<file path="src/cbfe_pkg.sv">
// Shared types and constants for the complemented byte frame encoder.
package cbfe_pkg;

	// Item kinds on the func field
	localparam logic FUNC_CMD   = 1'b0;
	localparam logic FUNC_PARAM = 1'b1;

	// Frame preamble bytes
	localparam logic [7:0] PREAMBLE_0 = 8'h55;
	localparam logic [7:0] PREAMBLE_1 = 8'hFF;
	localparam logic [7:0] PREAMBLE_2 = 8'h00;

	// Position of a result within the bytes one item expands to
	typedef logic [2:0] step_t;
	localparam step_t STEP_PRE0   = 3'd0;
	localparam step_t STEP_PRE1   = 3'd1;
	localparam step_t STEP_PRE2   = 3'd2;
	localparam step_t STEP_DATA   = 3'd3;
	localparam step_t STEP_DATA_N = 3'd4;
	localparam step_t STEP_SUM    = 3'd5;
	localparam step_t STEP_SUM_N  = 3'd6;

	// One result item
	typedef struct packed {
		logic [7:0] out_byte;
		logic       run_last;
		logic       frame_end;
		logic       error;
	} result_t;

endpackage

</file>
<file path="src/cbfe_if.sv">
// Valid/ready channel interfaces for command items and encoded bytes.
interface cbfe_in_if;
	logic       valid;
	logic       ready;
	logic       func;
	logic [7:0] data_byte;
	logic       last;

	modport source (output valid, func, data_byte, last, input ready);
	modport sink (input valid, func, data_byte, last, output ready);
endinterface

interface cbfe_out_if;
	logic       valid;
	logic       ready;
	logic [7:0] out_byte;
	logic       run_last;
	logic       frame_end;
	logic       error;

	modport source (output valid, out_byte, run_last, frame_end, error, input ready);
	modport sink (input valid, out_byte, run_last, frame_end, error, output ready);
endinterface

</file>
<file path="src/cbfe_gen.sv">
// Item register, frame state and byte sequencer of the frame encoder.
module cbfe_gen (
	input  logic                   clk,
	input  logic                   arst_n,
	cbfe_in_if.sink                cmd,
	output cbfe_pkg::result_t      res,
	output logic                   res_valid,
	input  logic                   res_ready
);

	logic              busy_s1;
	cbfe_pkg::step_t   step_s1;
	logic              err_s1;
	logic              last_s1;
	logic [7:0]        byte_s1;
	logic [7:0]        sum_s1;

	logic [7:0]        run_sum_q;
	logic              open_q;

	logic              final_step;
	logic              advance;
	logic              accept;
	logic              err_in;
	logic [7:0]        sum_in;

	assign final_step = err_s1 ||
		(step_s1 == (last_s1 ? cbfe_pkg::STEP_SUM_N : cbfe_pkg::STEP_DATA_N));
	assign advance    = busy_s1 && res_ready;
	assign cmd.ready  = !busy_s1 || (res_ready && final_step);
	assign accept     = cmd.valid && cmd.ready;

	assign err_in = (cmd.func == cbfe_pkg::FUNC_PARAM) && !open_q;
	// A command restarts the sum
	assign sum_in = ((cmd.func == cbfe_pkg::FUNC_CMD) ? 8'h00 : run_sum_q) + cmd.data_byte;

	always_ff @(posedge clk or negedge arst_n) begin
		if (!arst_n) begin
			busy_s1   <= 1'b0;
			step_s1   <= cbfe_pkg::STEP_PRE0;
			run_sum_q <= 8'h00;
			open_q    <= 1'b0;
		end else if (accept) begin
			busy_s1 <= 1'b1;
			step_s1 <= (cmd.func == cbfe_pkg::FUNC_CMD) ? cbfe_pkg::STEP_PRE0
			                                             : cbfe_pkg::STEP_DATA;
			if (!err_in) begin
				run_sum_q <= sum_in;
				open_q    <= !cmd.last;
			end
		end else if (advance) begin
			if (final_step) begin
				busy_s1 <= 1'b0;
			end else begin
				step_s1 <= cbfe_pkg::step_t'(step_s1 + 3'd1);
			end
		end
	end

	always_ff @(posedge clk) begin
		if (accept) begin
			err_s1  <= err_in;
			last_s1 <= cmd.last;
			byte_s1 <= cmd.data_byte;
			sum_s1  <= sum_in;
		end
	end

	always_comb begin
		res           = '0;
		res.run_last  = final_step;
		case (step_s1)
			cbfe_pkg::STEP_PRE0:   res.out_byte = cbfe_pkg::PREAMBLE_0;
			cbfe_pkg::STEP_PRE1:   res.out_byte = cbfe_pkg::PREAMBLE_1;
			cbfe_pkg::STEP_PRE2:   res.out_byte = cbfe_pkg::PREAMBLE_2;
			cbfe_pkg::STEP_DATA:   res.out_byte = byte_s1;
			cbfe_pkg::STEP_DATA_N: res.out_byte = ~byte_s1;
			cbfe_pkg::STEP_SUM:    res.out_byte = sum_s1;
			cbfe_pkg::STEP_SUM_N: begin
				res.out_byte  = ~sum_s1;
				res.frame_end = 1'b1;
			end
			default:               res.out_byte = 8'h00;
		endcase
		if (err_s1) begin
			res.out_byte  = 8'h00;
			res.frame_end = 1'b0;
			res.error     = 1'b1;
		end
	end

	assign res_valid = busy_s1;

endmodule

</file>
<file path="src/cbfe_out_reg.sv">
// Output register stage driving the encoded byte channel.
module cbfe_out_reg (
	input  logic                   clk,
	input  logic                   arst_n,
	input  cbfe_pkg::result_t      res,
	input  logic                   res_valid,
	output logic                   res_ready,
	cbfe_out_if.source             tx
);

	logic              valid_q;
	cbfe_pkg::result_t data_q;

	assign res_ready = !valid_q || tx.ready;

	always_ff @(posedge clk or negedge arst_n) begin
		if (!arst_n) begin
			valid_q <= 1'b0;
		end else if (res_ready) begin
			valid_q <= res_valid;
		end
	end

	always_ff @(posedge clk) begin
		if (res_ready && res_valid) begin
			data_q <= res;
		end
	end

	assign tx.valid     = valid_q;
	assign tx.out_byte  = data_q.out_byte;
	assign tx.run_last  = data_q.run_last;
	assign tx.frame_end = data_q.frame_end;
	assign tx.error     = data_q.error;

endmodule

</file>
<file path="src/complemented_byte_frame_encoder.sv">
// Top level of the complemented byte frame encoder.
//
//   channel  dir  handshake      payload
//   cmd      in   valid/ready    func, data_byte, last
//   tx       out  valid/ready    out_byte, run_last, frame_end, error
//
// One item expands to 2, 4, 5 or 7 bytes (1 for an orphan parameter);
// the byte sequencer emits one byte per cycle while the output register
// accepts, so an item holds the sequencer until its final byte is taken.
// The next item is taken in the cycle the current item's final byte moves
// into the output register, so items follow with no gap.
// Reset clears the running sum, frame-open flag and both valid flags.
// A stall on tx holds the output register and then the sequencer; cmd
// waits once the sequencer holds an item whose bytes are not all out.
module complemented_byte_frame_encoder (
	input  logic       clk,
	input  logic       arst_n,
	cbfe_in_if.sink    cmd,
	cbfe_out_if.source tx
);

	cbfe_pkg::result_t res;
	logic              res_valid;
	logic              res_ready;

	// Frame state and byte-by-byte expansion of each item
	cbfe_gen u_gen (
		.clk       (clk),
		.arst_n    (arst_n),
		.cmd       (cmd),
		.res       (res),
		.res_valid (res_valid),
		.res_ready (res_ready)
	);

	// Registered output; decouples the sequencer from tx back-pressure
	cbfe_out_reg u_out (
		.clk       (clk),
		.arst_n    (arst_n),
		.res       (res),
		.res_valid (res_valid),
		.res_ready (res_ready),
		.tx        (tx)
	);

endmodule

</file>
<file path="src/flat_wrapper.sv">
// flat-port wrapper written by rule: the top's interface ports become plain ports
module complemented_byte_frame_encoder_flat 
  (clk, arst_n, cmd_valid, cmd_func, cmd_data_byte, cmd_last, cmd_ready, tx_valid, tx_out_byte, tx_run_last, tx_frame_end, tx_error, tx_ready);
  cbfe_in_if cmd_i ();
  cbfe_out_if tx_i ();
  input  logic clk;
  input  logic arst_n;
  input wire logic [$bits(cmd_i.valid)-1:0] cmd_valid;
  input wire logic [$bits(cmd_i.func)-1:0] cmd_func;
  input wire logic [$bits(cmd_i.data_byte)-1:0] cmd_data_byte;
  input wire logic [$bits(cmd_i.last)-1:0] cmd_last;
  output wire logic [$bits(cmd_i.ready)-1:0] cmd_ready;
  output wire logic [$bits(tx_i.valid)-1:0] tx_valid;
  output wire logic [$bits(tx_i.out_byte)-1:0] tx_out_byte;
  output wire logic [$bits(tx_i.run_last)-1:0] tx_run_last;
  output wire logic [$bits(tx_i.frame_end)-1:0] tx_frame_end;
  output wire logic [$bits(tx_i.error)-1:0] tx_error;
  input wire logic [$bits(tx_i.ready)-1:0] tx_ready;
  assign cmd_i.valid = cmd_valid;
  assign cmd_i.func = cmd_func;
  assign cmd_i.data_byte = cmd_data_byte;
  assign cmd_i.last = cmd_last;
  assign cmd_ready = cmd_i.ready;
  assign tx_valid = tx_i.valid;
  assign tx_out_byte = tx_i.out_byte;
  assign tx_run_last = tx_i.run_last;
  assign tx_frame_end = tx_i.frame_end;
  assign tx_error = tx_i.error;
  assign tx_i.ready = tx_ready;
  complemented_byte_frame_encoder u_core (.clk(clk), .arst_n(arst_n), .cmd(cmd_i), .tx(tx_i));
endmodule
</file>
<file path="config.mk">
export PLATFORM = sky130hd
export DESIGN_NAME = complemented_byte_frame_encoder_flat
export DESIGN_NICKNAME = d
export VERILOG_FILES = /design/src/cbfe_pkg.sv /design/src/cbfe_if.sv /design/src/cbfe_gen.sv /design/src/cbfe_out_reg.sv /design/src/complemented_byte_frame_encoder.sv /design/src/flat_wrapper.sv
export SDC_FILE = /design/constraint.sdc
export NUM_CORES = 1
export LEC_CHECK = 0
export BUFFER_PORTS_ARGS = -buffer_cell sky130_fd_sc_hd__buf_2
export CAP_MARGIN = 20
export CORE_ASPECT_RATIO = 0.8
export CORE_MARGIN = 5
export CORE_UTILIZATION = 35
export CTS_CLUSTER_DIAMETER = 80
export DETAILED_ROUTE_END_ITERATION = 7
export PLACE_DENSITY = 0.58
export RECOVER_POWER = 25
export REMOVE_ABC_BUFFERS = 1
export SYNTH_ARGS = -nofsm -noshare
export SYNTH_HDL_FRONTEND = slang
export SYNTH_SLANG_ARGS = --single-unit
</file>
<file path="constraint.sdc">
create_clock -name clk -period 2.07 [get_ports clk]
set_input_delay 0.414 -clock clk [delete_from_list [all_inputs] [get_ports clk]]
set_output_delay 0.414 -clock clk [all_outputs]
set_load 0.05 [all_outputs]
</file>
==> results.md, run 1 <==
* Commonest non-fill, non-tap cell in the layout: edfxtp_1
* Yosys Warn Count at 0
* RSZ-0062 raised after global routing: true
* Fin. Hold Viols at 0
* GR Util met1 at 16.4%
* Post-Synth Adder-Cell Area at 7.51%
* ANT cells at 0
* EDFF count, synth at 29
* Placer Congestion at 0.780
* Status: finished, violations left
* Count of non-filler cells in the finished layout at 338
* Port Buf Inserts at 26
* Cells after Synth at 200
* Tot GR Track Use at 11.7%
* Critical setup path kind: reg -> reg
* Hold Crit Class: in -> async
* Max IR drop VDD at 0.000392 V
* Layout cell share with drive strength beyond 1 at 32.3%
* Chip width at roughly 100 um
* Grt peak-use layer: met2
* Post-route antenna net violation count at 0
* Worst path top cell family by delay: compound AO/OA/AOI/OAI gates
* Routed len/inst at 13.3 um
* Sequential area share after synthesis at 53.9%
* DRC violations left at 0
* Worst-Margin Slew at between 0.8 and 0.9 ns
* Synth Area in Compound Gates at 14.7%
* Final hold slack at approximately 0.18 ns
* Required time worst endpoint at 2.25 ns
* Yosys reg bits at 43
* Max Clk Rate at 471 MHz
* GR Layer Usage met2 at ~18%
* TritonCTS Buffers at 5
* Avg Inst Size Synth at 11.3 sq um
* Post-cts hold buffer count at 0
* Slew headroom at 42.6%
* CP max stage delay at about 0.4 ns
* Leakage power at 1.17 nW
* Vias in the first global route at 1,527
* Ports at 27
* Setup ws final at -0.0550 ns
* CTS sink count at between 40 and 50
* Largest family of logic cells by synthesized area: compound AO/OA/AOI/OAI gates
* Final wirelength at 4.51 mm
* Via density at 4.70
* Xor and xnor area share after synthesis at 1.93%
* Root Buffer: clkbuf_8
* Synth unique cells at 40
* CP endpoint kind: flip-flop
* Met3 Use GR at under 10%
* Overflow after GRT at 0
* Arrival time at the worst endpoint at 2.31 ns
* HPWL after DPL at between 3 and 4 mm
* Simple-Gate Fraction of Synth Area at 13.3%
* Slowest-stage cell, CP: dfrtp_1
* Drt pass-1 iters at 4
* Vias at 1,589
* DIE AREA at 8190 sq um
* Power density over the cells at 1260 nW/um^2
* Violated checks: negative setup slack
* H-Tree Depth at 2
* Iter 0 DRT Violations at 54
* Placed instance area at 2660 sq um
* Cell chain of the critical path: and2_1, ha_2, or3_4, a211o_2, o211ai_2, mux2_4, o22a_1
* Ys flop type: edfxtp_1
* Max-cap violations at 0
* Worst Setup Start Kind: flip-flop
* Initial antenna violation count at 0
* Largest net degree at the start of global routing at 21
* Design area at 2880 sq um
* Post-Place Setup Slack at -0.415 ns
* Min cycle time layout at roughly 2.1 ns
* First-pass GRT wire length at about 7.4 mm
* Worst-path clk slew at about 0.08 ns
* Clock buffer depth at 2
* FP Rows at 26
* Period utilisation layout at 103%
* Area of the core at 6340 sq um
* Commonest non-fill, non-tap cells in the layout: edfxtp_1 (29), buf_4 (28), nor2_1 (21)
* Layout area overhead at 27.1%
* Post-synthesis cell area at around 2300 sq um
* Starting density of the core at 35.7%
* Die span in y at roughly 82 um
* FFs w/ async S/R, synth at between 30% and 40%
* CP max FO at 2
* TritonCTS clock tree: yes
* Post-synthesis mux area share at under 10%
* Final setup fails at 1
* Clock Latency Late Sink at 0.29 ns
* Buf/Inv on CP at 0
* Nets at 280
* Clock Skew at 0.00582 ns
* Max-slew violation count at 0
* Cell count after placement at 328
worst reg2reg max path: cells and delay by family (launching register included):
| kind | cells | cell delay, ns |
|---|---|---|
| compound gates | 3 | 0.60 |
| simple gates | 2 | 0.53 |
| flops | 1 | 0.39 |
| mux | 1 | 0.32 |
| fa+ha+maj | 1 | 0.18 |
layer usage:
| layer | wire (um) | vias to the layer above |
|---|---|---|
| met3 | 169 | 8 |
| met5 | 0 | - |
| li1 | - | 828 |
| met1 | 2290 | 730 |
| met2 | 1970 | 23 |
| met4 | 81 | 0 |
final timing paths:
check,startpoint,end,slack (ns),cells past startpoint
worst max-delay path,u_core.u_gen.run_sum_q[6]$_DFFE_PN0P_,u_core.u_gen.run_sum_q[7]$_DFFE_PN0P_,-0.06,7
worst min-delay path,arst_n,u_core.u_out.tx.valid$_DFFE_PN0P_,0.18,1
worst max register to register,u_core.u_gen.run_sum_q[6]$_DFFE_PN0P_,u_core.u_gen.run_sum_q[7]$_DFFE_PN0P_,-0.06,7
worst min register to register,u_core.u_gen.run_sum_q[7]$_DFFE_PN0P_,u_core.u_gen.run_sum_q[7]$_DFFE_PN0P_,0.50,1
max in group asynchronous,arst_n,u_core.u_gen.run_sum_q[7]$_DFFE_PN0P_,1.38,1
min in group clk,cmd_last,u_core.u_gen.open_q$_DFFE_PN0P_,0.30,2
per-stage QoR:
step / power [mW] / utilization (%) / setup TNS (ns)
detailed placement: 2.90 / 41.9 / -1.44
floorplan: 2.42 / - / -4.74
global placement: 2.88 / 41.9 / -1.31
finish: 3.64 / 45.4 / -0.0550
global route: 3.89 / 45.4 / -0.188
CTS: 3.61 / 44.8 / -0.0609
sequential cells by signal, indices dropped and copies added, names as in the netlist, 3 cells and up:
signal                    cells
u_core.u_gen.step_s1          3
u_core.u_gen.run_sum_q        8
u_core.u_out.tx.out_byte      8
u_core.u_gen.byte_s1          8
u_core.u_gen.sum_s1           8
synth_stat cells, types with 2 or more instances:
library cell | count | area, sq um
mux2_2 | 5 | 56.3
nand3b_1 | 4 | 30.0
clkbuf_1 | 6 | 22.5
dfrtp_1 | 14 | 350
nand3_1 | 4 | 20.0
a221oi_1 | 4 | 35.0
edfxtp_1 | 29 | 871
nand2b_1 | 2 | 12.5
mux2i_1 | 5 | 50.1
a21oi_1 | 12 | 60.1
xnor2_1 | 4 | 35.0
o21a_1 | 2 | 15.0
a31oi_1 | 4 | 25.0
nor2b_1 | 3 | 18.8
nor2_1 | 21 | 78.8
o21ai_0 | 11 | 55.1
a211o_1 | 2 | 17.5
and2_1 | 6 | 37.5
nand2_1 | 18 | 67.6
inv_1 | 11 | 41.3
a21o_1 | 2 | 15.0
or3_2 | 2 | 15.0
ha_1 | 12 | 150
area by class of cell:
| class | instances | area (sq um) |
|---|---|---|
| well taps | 84 | 105 |
| clock buffers | 5 | 68.8 |
| multi-input cells | 139 | 1080 |
| fillers | 603 | 3460 |
| clock inverters | 3 | 38.8 |
| flip-flops and latches | 43 | 1220 |
| repair buffers | 53 | 324 |
| inverters | 11 | 41.3 |
report_power, final:
group / leakage [nW] / total [mW] / internal, mW / switching, mW
clock: 0.0556 / 0.627 / 0.353 / 0.274
combinational: 0.677 / 1.68 / 0.729 / 0.952
sequential: 0.442 / 1.33 / 1.22 / 0.116
total: 1.17 / 3.64 / 2.30 / 1.34
cells by family after synthesis:
logic type | count (synthesis)
buffers and inverters | 18
and+or+nand+nor | 63
muxes | 11
AOI/OAI and AO/OA | 47
xor gates and xnor gates | 5
adders and majority gates | 13
DFF | 43
timing repair:
item,CTS,global route
gates resized for setup,13,11
setup endpoints to repair,4,5
pin swaps,6,5
setup buffers,0,2
endpoints found under the hold margin,0,0
Power figures use the tool's default switching activity.
==> run 2: changes to the inputs <==
Settings changed: BUFFER_PORTS_ARGS -buffer_cell sky130_fd_sc_hd__buf_2 to not set, DONT_BUFFER_PORTS set to 1, PLACE_DENSITY 0.58 to 0.55.
==> results.md, run 2 (synthesized netlist as in run 1, its figures left out) <==
* Via density at 4.87
* Period utilisation layout at 102%
* Status: finished, violations left
* Largest net degree at the start of global routing at 21
* Drt pass-1 iters at 4
* Commonest non-fill, non-tap cells in the layout: edfxtp_1 (29), buf_4 (25), nor2_1 (21)
* Required time worst endpoint at between 2 and 2.5 ns
* R2R Path End: u_core.u_gen.run_sum_q[7]$_DFFE_PN0P_
* Logic gate share of total power at a little under two fifths
* R2R cell count at 7
* Max Used Layer: met4
* Starting density of the core at roughly 36%
* TritonCTS clock tree: yes
* CP endpoint kind: flip-flop
* R2R setup slack at -0.04 ns
* WL met3 at 265 um
* Die span in y at just over 80 um
* CTS sink count at 43
* Psw at around 1.3 mW
* Pint at 2.27 mW
* Clk pwr share at 18.1%
* Area of the multi-input gates at 1100 sq um
* Fin. Hold Viols at 0
* Max Clk Rate at between 400 and 500 MHz
* ANT cells at 0
* Post-route antenna net violation count at 0
* Initial antenna violation count at 0
* Setup ws final at -0.0440 ns
* Filler Cell Count at 610
* Max-cap violations at 0
* CP max FO at 2
* DIE AREA at between 8000 and 9000 sq um
* Register share of total power at 43.7%
* Min cycle time layout at 2.11 ns
* Arrival time at the worst endpoint at 2.30 ns
* Met2 routed WL at 2.03 mm
* Placer Congestion at 0.813
* Hold Crit Class: in -> reg
* Vias at 1,520
* R2R Path Start: u_core.u_gen.run_sum_q[6]$_DFFE_PN0P_
* FP Rows at 26
* Vias in the first global route at 1,569
* H-Tree Depth at 2
* Critical setup path kind: reg -> reg
* Setup_tns at -0.0440 ns
* Clock Skew at about 0.0044 ns
* Chip width at 100 um
* Layout area overhead at 22.6%
* FF/Latch Area at 1220 sq um
* Leakage power at 1.09 nW
* Layout cell share with drive strength beyond 1 at 28.9%
* Worst Setup Start Kind: flip-flop
* Critical Path Sink: u_core.u_gen.run_sum_q[7]$_DFFE_PN0P_
* Clock buffer depth at 2
* Commonest non-fill, non-tap cell in the layout: edfxtp_1
* Post-Place Setup Slack at -0.216 ns
* Violated checks: negative setup slack
* Tot GR Track Use at between 10% and 20%
* Max IR drop VDD at 0.000395 V
* Routed len/inst at 15.1 um
* Final wirelength at approximately 4.7 mm
* RSZ-0062 raised after global routing: true
* Worst-Margin Slew at 0.760 ns
* Worst Setup SP: u_core.u_gen.run_sum_q[6]$_DFFE_PN0P_
* Clock Latency Late Sink at slightly below 0.3 ns
* Root Buffer: clkbuf_8
* HPWL after DPL at 3.36 mm
* Overflow after GRT at 0
* Met1 Routed Length at 2.34 mm
* Iter 0 DRT Violations at between 70 and 80
* Worst-path clk slew at 0.08 ns
* Power density over the cells at between 1000 and 1500 nW/um^2
* Slew headroom at 49.2%
* Ports at 27
* Area of the core at 6340 sq um
* Nets at approximately 250
* Max-slew violation count at 0
* First-pass GRT wire length at 7.89 mm
* Port Buf Inserts at 0
* Final setup fails at 1
* Switch share at 36.9%
* DRC violations left at 0
* TritonCTS Buffers at 5
## run 2: cell count changes in the layout (fill, tap and decap cells not counted)
cell	before	now
buf_2	16	0
clkbuf_1	9	1
buf_4	28	25
a211o_1	2	1
a211o_4	0	1
clkinv_1	1	0
clkinv_4	0	1
dlygate4sd3_1	0	1
nand2_1	17	16
nand2_2	1	2
or2_2	1	0
or2_4	0	1
or3_2	1	0
or3_4	1	2
## run 2: worst min-delay path by stage
| stage | from | to | depth (start not counted) |
|---|---|---|---|
| after floorplan | arst_n | u_core.u_gen.open_q$_DFFE_PN0P_ | 0 |
| final | cmd_last | u_core.u_gen.open_q$_DFFE_PN0P_ | 1 |
| after detailed placement | arst_n | u_core.u_gen.run_sum_q[5]$_DFFE_PN0P_ | 0 |
| after CTS | cmd_last | u_core.u_gen.open_q$_DFFE_PN0P_ | 1 |
| after global placement | arst_n | u_core.u_gen.run_sum_q[5]$_DFFE_PN0P_ | 0 |
| after global routing | cmd_data_byte[5] | u_core.u_gen.byte_s1[5]$_DFFE_PP_ | 0 |
## run 2: metal layers
layer | GRT usage [%] | vias to the layer above
li1 | - | 780
met1 | 16.6 | 705
met2 | 19.6 | 31
met3 | 4.24 | 4
met4 | 4.50 | 0
met5 | 0 | -
## run 2: per-stage QoR
step	area [sq um]	std cells	power [mW]	util (%)	hold WS, ns
6_report	2780	312	3.60	43.8	0.199
4_1_cts	2710	310	3.55	42.7	0.191
3_5_place_dp	2510	299	2.81	39.5	0.119
3_3_place_gp	2510	299	2.80	39.5	0.119
5_1_grt	2780	312	3.89	43.8	0.184
2_1_floorplan	2230	193	2.42	-	0.118
## run 2: power groups by stage
| stage | clock (mW) | combinational, mW | sequential [mW] |
|---|---|---|---|
| floorplan | 0 | 0.853 | 1.57 |
| global placement | 0 | 1.21 | 1.59 |
| detailed placement | 0 | 1.22 | 1.58 |
| CTS | 0.676 | 1.30 | 1.57 |
| global route | 0.723 | 1.57 | 1.60 |
| finish | 0.651 | 1.38 | 1.57 |
## run 2: repair_timing
| action | CTS | global route |
|---|---|---|
| setup buffers | 2 | 2 |
| hold endpoints to repair | 14 | 0 |
| hold buffers | 1 | 0 |
| setup endpoints to repair | 5 | 9 |
| gates resized for setup | 13 | 13 |
| pin swaps | 11 | 6 |
## run 2: critical path, cell delays in order (launching register included)
cell and delay, ns:
dfrtp_1 0.39, and2_1 0.15, ha_2 0.18, or3_4 0.37, a211o_2 0.32, o211ai_2 0.09, mux2_4 0.32, o22a_1 0.19
## run 2: cell type report
class                           instances  area share, %
Sequential cell                        43           43.9
Multi-Input combinational cell        139           39.5
Timing Repair Buffer                   27           7.25
Tap cell                               84           3.78
Clock buffer                            5           2.48
Clock inverter                          3           1.58
Inverter                               11           1.49
==> run 3: changes to the inputs <==
Settings changed: PLACE_DENSITY 0.55 to 0.53.
Clock period 2.07 ns to 2.2 ns, I/O delays scaled along.
==> results.md, run 3 (synthesized netlist as in run 1, its figures left out) <==
* Overall power at between 3 and 4 mW
* Overflow after GRT at 0
* Tot GR Track Use at 12.2%
* Min cycle time layout at 2.22 ns
* Clock Skew at around 0.0084 ns
* Placer Congestion at 0.826
* Slew headroom at 52.9%
* Critical setup path kind: reg -> reg
* CP max FO at 3
* Root Buffer: clkbuf_8
* Layout cell share with drive strength beyond 1 at 21.8%
* RSZ-0062 raised after global routing: true
* Clock Latency Late Sink at 0.29 ns
* Max-cap violations at 0
* CP endpoint kind: flip-flop
* Iter 0 DRT Violations at between 40 and 50
* HPWL after DPL at 3.39 mm
* Max-slew violation count at 0
* H-Tree Depth at 2
* Post-route antenna net violation count at 0
* Period utilisation layout at 101%
* Post-Place Setup Slack at -0.133 ns
* Violated checks: negative setup slack
* Final wirelength at 4.56 mm
* CTS sink count at 43
* Ports at 27
* Leakage power at 1.07 nW
* Port Buf Inserts at 0
* Status: finished, violations left
* Largest net degree at the start of global routing at 21
* Worst Setup Start Kind: flip-flop
* Final setup fails at 1
* Area of the core at about 6300 sq um
* Clock buffer depth at 2
* FP Rows at 26
* Final hold slack at 0.230 ns
* First-pass GRT wire length at approximately 7.6 mm
* Die span in y at 82.0 um
* Nets at 246
* Fin util at 42.0%
* Routed len/inst at 15.0 um
* Commonest non-fill, non-tap cell in the layout: edfxtp_1
* ANT cells at 0
* Drt pass-1 iters at 4
* Max Clk Rate at around 450 MHz
* Vias in the first global route at 1,460
* Vias at 1,491
* TritonCTS clock tree: yes
* Fin. Hold Viols at 0
* Layout area overhead at 17.5%
* Commonest non-fill, non-tap cells in the layout: edfxtp_1 (29), nor2_1 (21), buf_4 (18)
* Power density over the cells at 1270 nW/um^2
* Starting density of the core at 35.7%
* Max IR drop VDD at 0.000388 V
* Hold Crit Class: in -> reg
* Setup ws final at -0.0187 ns
* Worst-path clk slew at 0.08 ns
* Initial antenna violation count at 0
* Chip width at ~100 um
* Arrival time at the worst endpoint at 2.39 ns
* Via density at 4.90
* Worst-Margin Slew at 0.704 ns
* DRC violations left at 0
* Required time worst endpoint at 2.38 ns
* TritonCTS Buffers at 5
* Filler Cell Count at around 620
* DIE AREA at a little over 8000 sq um
-- run 3: cell count changes in the layout (fill, tap and decap cells not counted), moves of 2 or more --
cell,before,now
buf_4,25,18
ha_1,5,8
ha_4,5,2
or3_2,0,2
or3_4,2,0
-- run 3: cell type report --
type / instances / area, sq um / share of cell area [%]
Clock buffer: 6 / 72.6 / 2.73
Clock inverter: 2 / 60.1 / 2.26
Inverter: 11 / 41.3 / 1.55
Multi-Input combinational cell: 139 / 1020 / 38.2
Sequential cell: 43 / 1220 / 45.9
Tap cell: 84 / 105 / 3.95
Timing Repair Buffer: 19 / 145 / 5.45
-- run 3: worst paths after layout --
path / from / endpoint / slack, ns / cells after the start
worst max-delay path: u_core.u_gen.run_sum_q[1]$_DFFE_PN0P_ / u_core.u_gen.run_sum_q[7]$_DFFE_PN0P_ / -0.02 / 8
max in group asynchronous: arst_n / u_core.u_gen.step_s1[0]$_DFFE_PN0P_ / 1.12 / 1
worst min-delay path: cmd_last / u_core.u_gen.open_q$_DFFE_PN0P_ / 0.23 / 1
worst min register to register: u_core.u_gen.run_sum_q[6]$_DFFE_PN0P_ / u_core.u_gen.run_sum_q[6]$_DFFE_PN0P_ / 0.48 / 2
min in group asynchronous: arst_n / u_core.u_gen.res_valid$_DFFE_PN0P_ / 0.63 / 1
worst max register to register: u_core.u_gen.run_sum_q[1]$_DFFE_PN0P_ / u_core.u_gen.run_sum_q[7]$_DFFE_PN0P_ / -0.02 / 8
-- run 3: layer usage --
metal	routed length [um]	share of wire (%)	global-route usage (%)
met5	0	0	0
met3	141	3.1	3.14
met4	60	1.3	4.50
met2	1970	43	18.4
met1	2390	52	17.0
-- run 3: per-stage QoR --
stage,cells,TNS (ns),instance area [sq um]
finish,304,-0.0187,2660
global route,304,-0.169,2660
CTS,302,-0.0267,2610
detailed placement,293,-0.295,2460
global placement,293,-0.183,2460
floorplan,193,-2.14,2230
-- run 3: where the power goes --
group | switching [mW] | internal [mW] | leakage, nW
Sequential | 0.331 | 1.15 | 0.442
Clock | 0.271 | 0.454 | 0.0654
Combinational | 0.621 | 0.547 | 0.559
-- run 3: critical path, cell delays in order (launching register included) --
cell	delay [ns]
dfrtp_1	0.40
nand2_2	0.08
inv_2	0.04
ha_4	0.20
a211o_1	0.35
a2111oi_4	0.37
o211ai_2	0.15
mux2_4	0.31
o22a_1	0.19
-- run 3: timing repair --
| action | 4_1_cts | 5_1_grt |
|---|---|---|
| setup buffers | 0 | 2 |
| gates resized for setup | 1 | 11 |
| pin swaps | 3 | 6 |
| setup endpoints to repair | 3 | 4 |
| endpoints found under the hold margin | 14 | 0 |
| hold buffers | 1 | 0 |
